## config.mk

```make
export PLATFORM = sky130hd
export DESIGN_NAME = longest_prefix_route_lookup_top
export DESIGN_NICKNAME = d
export VERILOG_FILES = /design/src/design/lprl_pkg.sv /design/src/design/lprl_cell.sv /design/src/design/longest_prefix_route_lookup_top.sv
export SDC_FILE = /design/constraint.sdc
export NUM_CORES = 2
export LEC_CHECK = 0
export ABC_AREA = 1
export BUFFER_PORTS_ARGS = -buffer_cell sky130_fd_sc_hd__buf_2
export CORE_MARGIN = 4
export CORE_UTILIZATION = 50
export CTS_BUF_LIST = sky130_fd_sc_hd__clkbuf_4 sky130_fd_sc_hd__clkbuf_8
export CTS_CLUSTER_SIZE = 14
export DETAILED_ROUTE_END_ITERATION = 12
export PLACE_DENSITY = 0.7
export SETUP_SLACK_MARGIN = 0.4
export SYNTH_ARGS = -nofsm -noshare
export SYNTH_HDL_FRONTEND = slang
export SYNTH_SLANG_ARGS = --single-unit
```

## constraint.sdc

```tcl
create_clock -name i_clk -period 8.62 [get_ports i_clk]
set_clock_uncertainty 0.15 [all_clocks]
set_input_delay 1.724 -clock i_clk [delete_from_list [all_inputs] [get_ports i_clk]]
set_output_delay 1.724 -clock i_clk [all_outputs]
set_load 0.03 [all_outputs]
```

## src/design/lprl_pkg.sv

```systemverilog
`timescale 1ns / 1ps
// Shared types, status codes and helpers for the longest-prefix route lookup.
// No dependencies; used by lprl_cell and longest_prefix_route_lookup_top.
package lprl_pkg;

    localparam int unsigned DEFAULT_ROUTE_SLOTS = 16;
    localparam int unsigned MAX_PREFIX = 32;

    localparam logic [1:0] ST_OK       = 2'd0;
    localparam logic [1:0] ST_NO_ROUTE = 2'd1;
    localparam logic [1:0] ST_FULL     = 2'd2;

    localparam logic CMD_ADD    = 1'b0;
    localparam logic CMD_LOOKUP = 1'b1;

    typedef struct packed {
        logic        cmd;
        logic [31:0] ip_addr;
        logic [5:0]  prefix_len;
        logic [7:0]  next_hop;
        logic [15:0] route_metric;
    } t_item;

    typedef struct packed {
        logic [1:0]  status;
        logic [7:0]  hop_result;
        logic [15:0] metric_result;
        logic [5:0]  match_len;
    } t_result;

    // Transaction as it walks down the cell chain. On a lookup, len, hop and
    // metric hold the best route found so far.
    typedef struct packed {
        logic        cmd;
        logic [31:0] addr;
        logic [5:0]  len;
        logic [7:0]  hop;
        logic [15:0] metric;
        logic        full;
        logic        found;
    } t_token;

    function automatic logic [31:0] mask_of(input logic [5:0] len);
        logic [31:0] m;
        if (len == 6'd0) begin
            m = 32'd0;
        end else if (len >= 6'(MAX_PREFIX)) begin
            m = 32'hFFFF_FFFF;
        end else begin
            m = 32'hFFFF_FFFF << (6'(MAX_PREFIX) - len);
        end
        return m;
    endfunction

endpackage

```

## src/design/lprl_cell.sv

```systemverilog
`timescale 1ns / 1ps
// One route slot of the lookup chain: stores a route and updates the passing
// transaction. Depends on lprl_pkg.
module lprl_cell #(
    parameter int unsigned SLOT_W   = 4,
    parameter int unsigned CELL_IDX = 0
) (
    input  logic                i_clk,
    input  logic                i_rst_n,
    input  logic                i_vld,
    input  lprl_pkg::t_token    i_tok,
    input  logic [SLOT_W-1:0]   i_slot,
    output logic                o_vld,
    output lprl_pkg::t_token    o_tok,
    output logic [SLOT_W-1:0]   o_slot
);

    logic             r_valid;
    logic [31:0]      r_net;
    logic [5:0]       r_len;
    logic [7:0]       r_hop;
    logic [15:0]      r_metric;

    logic             r_vld;
    lprl_pkg::t_token r_tok;
    logic [SLOT_W-1:0] r_slot;

    logic             n_write;
    logic             n_take;
    logic             n_hit;
    lprl_pkg::t_token n_tok;

    always_comb begin
        n_write = i_vld && (i_tok.cmd == lprl_pkg::CMD_ADD) && !i_tok.full &&
                  (i_slot == SLOT_W'(CELL_IDX));
        n_hit   = r_valid && ((i_tok.addr & lprl_pkg::mask_of(r_len)) == r_net);
        // Strict compares keep the earliest slot on a full tie.
        n_take  = (i_tok.cmd == lprl_pkg::CMD_LOOKUP) && n_hit &&
                  (!i_tok.found || (r_len > i_tok.len) ||
                   ((r_len == i_tok.len) && (r_metric < i_tok.metric)));
        n_tok = i_tok;
        if (n_take) begin
            n_tok.found  = 1'b1;
            n_tok.len    = r_len;
            n_tok.hop    = r_hop;
            n_tok.metric = r_metric;
        end
    end

    always_ff @(posedge i_clk) begin
        if (!i_rst_n) begin
            r_valid <= 1'b0;
            r_vld   <= 1'b0;
        end else begin
            r_vld <= i_vld;
            if (n_write) begin
                r_valid <= 1'b1;
            end
        end
    end

    always_ff @(posedge i_clk) begin
        if (n_write) begin
            r_net    <= i_tok.addr;
            r_len    <= i_tok.len;
            r_hop    <= i_tok.hop;
            r_metric <= i_tok.metric;
        end
        r_tok  <= n_tok;
        r_slot <= i_slot;
    end

    assign o_vld  = r_vld;
    assign o_tok  = r_tok;
    assign o_slot = r_slot;

endmodule

```

## src/design/longest_prefix_route_lookup_top.sv

```systemverilog
`timescale 1ns / 1ps
// Top level of the IPv4 longest-prefix route lookup: slot counter, entry
// formatting and a chain of lprl_cell slots. Depends on lprl_pkg, lprl_cell.
//
//  Channel   Signals                  Direction  Handshake
//  -------   -----------------------  ---------  ------------------------------
//  command   start, busy, i_item      in         taken when start && !busy
//  result    o_strobe, o_result       out        one-cycle strobe, no stall
//
// Each transaction passes through all ROUTE_SLOTS cells, one register each,
// and its result leaves the last cell. A new transaction can be taken every
// cycle; busy is always low. The cells see transactions in order, so a lookup
// always sees every route added before it. Synchronous reset clears the
// chain, all slot valid bits and the route count. The receiver cannot stall.
module longest_prefix_route_lookup_top #(
    parameter int unsigned ROUTE_SLOTS = lprl_pkg::DEFAULT_ROUTE_SLOTS
) (
    input  logic              i_clk,
    input  logic              i_rst_n,
    input  logic              start,
    output logic              busy,
    input  lprl_pkg::t_item   i_item,
    output logic              o_strobe,
    output lprl_pkg::t_result o_result
);

    localparam int unsigned SLOT_W = (ROUTE_SLOTS > 1) ? $clog2(ROUTE_SLOTS) : 1;
    localparam int unsigned CNT_W  = $clog2(ROUTE_SLOTS + 1);

    logic [CNT_W-1:0]  r_count;
    logic              n_full;
    logic [5:0]        n_len;
    lprl_pkg::t_token  n_tok;

    logic              chain_vld  [0:ROUTE_SLOTS];
    lprl_pkg::t_token  chain_tok  [0:ROUTE_SLOTS];
    logic [SLOT_W-1:0] chain_slot [0:ROUTE_SLOTS];

    lprl_pkg::t_token  last_tok;

    assign busy = 1'b0;

    always_comb begin
        n_full = (r_count == CNT_W'(ROUTE_SLOTS));
        n_len  = (i_item.prefix_len > 6'(lprl_pkg::MAX_PREFIX)) ?
                 6'(lprl_pkg::MAX_PREFIX) : i_item.prefix_len;
        n_tok.cmd    = i_item.cmd;
        n_tok.addr   = (i_item.cmd == lprl_pkg::CMD_ADD) ?
                       (i_item.ip_addr & lprl_pkg::mask_of(n_len)) : i_item.ip_addr;
        n_tok.len    = n_len;
        n_tok.hop    = i_item.next_hop;
        n_tok.metric = i_item.route_metric;
        n_tok.full   = n_full;
        n_tok.found  = 1'b0;
    end

    always_ff @(posedge i_clk) begin
        if (!i_rst_n) begin
            r_count <= '0;
        end else if (start && !busy && (i_item.cmd == lprl_pkg::CMD_ADD) && !n_full) begin
            r_count <= r_count + CNT_W'(1);
        end
    end

    assign chain_vld[0]  = start && !busy;
    assign chain_tok[0]  = n_tok;
    assign chain_slot[0] = r_count[SLOT_W-1:0];

    for (genvar g = 0; g < ROUTE_SLOTS; g++) begin : g_cell
        lprl_cell #(
            .SLOT_W   (SLOT_W),
            .CELL_IDX (g)
        ) u_cell (
            .i_clk   (i_clk),
            .i_rst_n (i_rst_n),
            .i_vld   (chain_vld[g]),
            .i_tok   (chain_tok[g]),
            .i_slot  (chain_slot[g]),
            .o_vld   (chain_vld[g+1]),
            .o_tok   (chain_tok[g+1]),
            .o_slot  (chain_slot[g+1])
        );
    end

    assign last_tok = chain_tok[ROUTE_SLOTS];
    assign o_strobe = chain_vld[ROUTE_SLOTS];

    always_comb begin
        o_result = '0;
        if (last_tok.cmd == lprl_pkg::CMD_ADD) begin
            o_result.status = last_tok.full ? lprl_pkg::ST_FULL : lprl_pkg::ST_OK;
        end else if (last_tok.found) begin
            o_result.status        = lprl_pkg::ST_OK;
            o_result.hop_result    = last_tok.hop;
            o_result.metric_result = last_tok.metric;
            o_result.match_len     = last_tok.len;
        end else begin
            o_result.status = lprl_pkg::ST_NO_ROUTE;
        end
    end

    a_latency: assert property (@(posedge i_clk) disable iff (!i_rst_n)
        o_strobe |-> $past(start, ROUTE_SLOTS))
        else $error("result strobe without a matching earlier transaction");

    a_count_bound: assert property (@(posedge i_clk) disable iff (!i_rst_n)
        r_count <= CNT_W'(ROUTE_SLOTS))
        else $error("route count exceeds the number of slots");

    a_full_needs_count: assert property (@(posedge i_clk) disable iff (!i_rst_n)
        (o_strobe && (o_result.status == lprl_pkg::ST_FULL)) |->
        (r_count == CNT_W'(ROUTE_SLOTS)))
        else $error("table full reported while slots remain");

    a_no_route_zero: assert property (@(posedge i_clk) disable iff (!i_rst_n)
        (o_strobe && (o_result.status == lprl_pkg::ST_NO_ROUTE)) |->
        ((o_result.hop_result == 8'd0) && (o_result.metric_result == 16'd0) &&
         (o_result.match_len == 6'd0)))
        else $error("no-route result carries route data");

    a_len_range: assert property (@(posedge i_clk) disable iff (!i_rst_n)
        o_strobe |-> (o_result.match_len <= 6'(lprl_pkg::MAX_PREFIX)))
        else $error("match length above 32");

endmodule

```

; ---- Word-level counts from Yosys, hierarchy flattened
; Index checks and enable logic that the tools add are counted.
[totals]
ff_bits = 2097
inputBits = 66
out_inout_bits = 34
elab_cells = 633
[op_classes]
add_sub_neg = 18
magnitude_cmp = 48
eq_ne = 47
shifts = 17
mux = 58
n_bitwise = 33
reduce_logical = 189
[op_table]
columns = operator, n
row1 = $mux W32, 35
row2 = $and A32 B32 Y32, 17
row3 = $shl A32 B6 Y32 const A, 17
row4 = $mux W30, 18
row5 = $eq A32 B32 Y1, 16
row6 = $lt A16 B16 Y1, 15
row7 = $logic_and A1 B1 Y1, 110
row8 = $ge A6 B6 Y1 const B, 17
row9 = $logic_not A6 Y1, 17
row10 = $sub A6 B6 Y6 const A, 17
row11 = $eq A6 B6 Y1, 15
row12 = $gt A6 B6 Y1, 15
row13 = $eq A4 B4 Y1 const B, 8
row14 = $logic_not A1 Y1, 31
row15 = $logic_or A1 B1 Y1, 30
row16 = $eq A4 B3 Y1 const B, 4
row17 = $not A1 Y1, 16
row18 = $eq A4 B2 Y1 const B, 2
row19 = $gt A6 B6 Y1 const B, 1
row20 = $mux W6, 1
row21 = $add A5 B1 Y5 const B, 1
row22 = $eq A5 B5 Y1 const B, 1
row23 = $eq A4 B1 Y1 const B, 1
row24 = $logic_not A4 Y1, 1
row25 = 2 further kinds, 4

; ---- Logic depth before layout (Yosys ltp)
[logic_depth]
depth_word = 13
mapped_depth = 24
depth_no_buf = 22

; ---- Cells and area by module
; A second synthesis with hierarchy kept.
[unflattened]
cells_unflattened = 12688
hier_area_um2 = 101954.0
[by_module_without_submodules]
columns = mod, n_inst, cells_each, area_each_um2, seq_area_each_um2
row1 = lprl_cell (g_cell[10].u_cell ...), 4, 772, 6331.1, 3283.1
row2 = lprl_cell (g_cell[5].u_cell ...), 3, 795, 6329.8, 3283.1
row3 = lprl_cell (g_cell[4].u_cell ...), 2, 795, 6333.6, 3283.1
row4 = lprl_cell (g_cell[1].u_cell ...), 2, 795, 6332.3, 3283.1
row5 = lprl_cell (g_cell[7].u_cell), 1, 796, 6339.8, 3283.1
row6 = lprl_cell (g_cell[11].u_cell), 1, 773, 6338.6, 3283.1
row7 = lprl_cell (g_cell[3].u_cell), 1, 794, 6327.3, 3283.1
row8 = lprl_cell (g_cell[0].u_cell), 1, 695, 5947.0, 3283.1
row9 = lprl_cell (g_cell[15].u_cell), 1, 695, 5944.5, 3283.1
row10 = longest_prefix_route_lookup_top, 1, 282, 1411.4, 100.1

; ---- Worst setup path before layout
; Ideal clock, no wire load.
[synth_timing]
kind = flip-flop to flip-flop
startpoint = reg g_cell[10].u_cell.r_tok, in the netlist g_cell[10].u_cell.o_tok[64]
endpoint = reg g_cell[11].u_cell.r_hop[0], enable pin
setup_time_ns = 0.660
arrival_time_ns = 6.868
required_ns = 7.810
slack_ns = 0.941
path_stages_with_launch = 4
n_path_buf = 0
cell_sequence = dfxtp_1 inv_1 nand4_1 nor4b_1
[synth_between]
elab_chain_cells = 4
[synth_rtl]
columns = item, line
row1 = from (decl), lprl_cell.sv:25  ; lprl_pkg::t_token r_tok;
row2 = from (signal assigned), lprl_cell.sv:69  ; r_tok <= n_tok;
row3 = $not A1 Y1, lprl_cell.sv:34  ; n_write = i_vld && (i_tok.cmd == lprl_pkg::CMD_ADD) && !i_tok.full &&
row4 = $logic_and A1 B1 Y1 (3 in a row), lprl_cell.sv:34
row5 = net g_cell[11].u_cell.n_write, lprl_cell.sv:28  ; logic n_write;
row6 = to (signal assigned), lprl_cell.sv:66  ; r_hop <= i_tok.hop;
row7 = to (decl), lprl_cell.sv:21  ; logic [7:0] r_hop;
; The timed path passes the listed nets, and every way through them passes these cells.
; A chain may end at the register's enable or synchronous reset.

==> metrics <==
switch share 22.3%; drt first-iter violations 5,174; clk_lat worst skew 1030 ps; post-layout util 56.4%; Setup WS post-layout 3530 ps; main combinational cell family by area after synthesis simple AND/OR/NAND/NOR gates; Critical Path End Type flip-flop; Die ar. 178,000 µm²; layout cells sized above 1 10.5%; Final Critical Period 5090 ps; post-synthesis compound-gate area fraction 5.49%; Yosys top cell by area edfxtp_1; Die H 422 µm; number of synthesized flops with an enable pin 992; Pwr Density 220 nW/µm²; Die Wd 422 µm; Final TNS setup 0 ps; Gate power share 3.4%; register bit total from synthesis 2,097; Min-Delay Path Class flip-flop to flip-flop; fmax 197 MHz; PortBufs 98; clock sinks 2,097; register area share after synthesis 60.6%; Slew HR 13.2%; post-synth top area share 34.8%; largest net degree at the start of global routing 64; Mapped Avg Cell Area 9.93 µm²; global-route wire length before repair 337 mm; Synth Area in XOR/XNOR 2.70%; Fill cells 14.6k; Mapped Nets 9,082; initial cell density of the core 50.5%; Hold Fails Final Rpt 0; NetSw 4.70 mW; Max clock buf depth 4; total leakage power 41.3 nW; fin. max-slew vios 0; Post-CTS Setup Inserts 0; total internal power 16.3 mW; Slew @ Worst Pin 1300 ps; adder and majority gate portion of the synthesized area 5.64%; mux share of post-synthesis cell area 0%; most frequent cell after synthesis nand2_1; average vias per placed instance 5.43; clock power share 43.6%; post-cts resize count 0; commonest cells in the netlist 1,984 x nand2_1, 1,105 x dfxtp_1, 992 x edfxtp_1; H-tree levels 5; drt pass-1 iters 6; Synth Instances 8,630; fin crit share 59.0%; design area 95,700 µm²; data required time at the worst endpoint 9330 ps; crit-path max FO 31; Wirelength per Cell 18.8 µm; Arr. time, crit path 5800 ps; status completed; GRT Total Usage 23.6%; WL final 214 mm; ys flop type dfxtp_1; vias in the first global route 60.6k; Root Driver clkbuf_8; io pins 100; Antenna Violating Nets Remaining 0; cell area after synthesis 85,700 µm²; placed cell areas 88,400 µm²; Vias 61.6k; max cap viols 0; Clk pin slew, worst setup/hold paths 60 ps; Setup Crit Path Kind flip-flop to flip-flop; Remaining DRCs 0; Worst VDD drop 177 µV; CTS tree built; core box area 170,000 µm²; P&R area growth vs syn 11.7%; initial antenna violation count 4; hpwl dp 156 mm; GR Overflow Total 0; sequential share of power 53.0%; synth unique cells 67; Setup crit start kind flip-flop; Area contributors post-synth edfxtp_1 35%, dfxtp_1 26%, nand2_1 8.7%; CTS Buf Count 345; nets@finish 9,320; Post-Place Setup Slack 2710 ps; Final Wtd Congestion 0.917; FP Rows 151; asr flop ratio synth 0%; Tot Pwr 21.0 mW; simple logic cell fraction of the synthesized area 20.1%; yosys warns 0; hold-fix buffers at CTS 0; RSZ-0062 raised after global routing false; final-report setup violation count 0
[layout make-up]
cell class	count	area, µm²	share of cell area, %
multi-input cells	5347	29300	30.6
clock inverters	107	1040	1.08
diodes	4	10.0	0.0105
inverters	914	3430	3.59
well taps	2218	2780	2.90
repair buffers	163	978	1.02
clock buffers	507	6310	6.60
flip-flops and latches	2097	51900	54.2
[cells by family (layout without fill, tap and decap cells)]
group,after synthesis,count (layout)
xor+xnor,264,264
buf+inv,1186,1691
flops,2097,2097
fa+ha+maj,386,386
compound gates,821,821
simple gates,3875,3875
other cells,1,5
[path summary, 6_finish.rpt]
check                                  start                         end  slack, ps  depth (start not counted)
hold / removal    g_cell[5].u_cell.o_slot[1]  g_cell[6].u_cell.o_slot[1]        140                          0
setup reg to reg   g_cell[2].u_cell.r_len[0]  g_cell[2].u_cell.o_tok[13]       3530                         19
hold reg to reg   g_cell[5].u_cell.o_slot[1]  g_cell[6].u_cell.o_slot[1]        140                          0
setup / recovery   g_cell[2].u_cell.r_len[0]  g_cell[2].u_cell.o_tok[13]       3530                         19
[per-layer routing]
layer	global-route usage, %	wire [µm]
met1	31.0	92200
met4	8.21	6830
met2	39.7	103000
met3	3.87	12100
met5	0	13
[power by group through the flow]
stage                     Combinational, mW  Sequential [mW]  Clock [mW]
after global placement                0.693             11.4           0
final                                 0.722             11.1        9.18
after detailed placement              0.718             11.4           0
after global routing                  0.831             11.2        9.84
after CTS                             0.723             11.2        9.37
after floorplan                       0.533             11.2           0
[worst max-delay path, stage by stage, from the launching register on]
cell,delay [ps]
edfxtp_1,410
inv_2,80
ha_1,250
nand4_1,160
inv_2,60
nand2_1,480
inv_1,200
nor2_1,710
nand2_1,150
a21oi_1,160
o211ai_1,100
nor2_1,90
nand2_1,60
nor2_1,160
nand3_1,140
nor2_2,160
buf_4,350
nand2_1,720
nand2_1,230
nand2_1,100
[layout by cell type (no fill, tap or decap), types with 10 or more instances in the layout]
cell type,synthesis,final
nand2_1,1984,1984
dfxtp_1,1105,1105
edfxtp_1,992,992
inv_1,848,848
nand3_1,639,639
nor2_1,536,528
nand4_1,498,498
clkbuf_8,0,401
ha_1,386,386
o21ai_0,319,314
a21oi_1,247,247
xor2_1,146,146
xnor2_1,118,118
clkbuf_4,0,106
buf_2,164,98
o211ai_1,69,69
nor3_1,68,66
buf_4,19,65
inv_2,59,59
o21ai_1,47,47
clkinv_2,0,42
nor2_2,31,37
clkinv_1,6,33
or2_2,23,23
o22ai_1,23,23
nand2_2,22,22
nand3b_1,21,21
bufinv_16,0,19
a21boi_0,18,18
o2111ai_1,15,15
o31ai_1,17,13
o21ai_2,8,13
o21a_1,13,13
nor4_2,0,12
a31oi_1,10,10
[through the flow]
stage,cells,hold WS (ps)
floorplan,8630,172
global placement,10700,176
detailed placement,10700,181
CTS,11400,123
global route,11400,140
finish,11400,140
[sequential cells by signal (all words and copies together) (netlist names)]
| signal | count |
|---|---|
| r_count | 5 |
| g_cell.u_cell.r_metric | 256 |
| g_cell.u_cell.o_tok | 1008 |
| g_cell.u_cell.o_slot | 60 |
| g_cell.u_cell.r_valid | 16 |
| g_cell.u_cell.o_vld | 16 |
| g_cell.u_cell.r_len | 96 |
| g_cell.u_cell.r_net | 512 |
| g_cell.u_cell.r_hop | 128 |
Power figures use the tool's default switching activity.
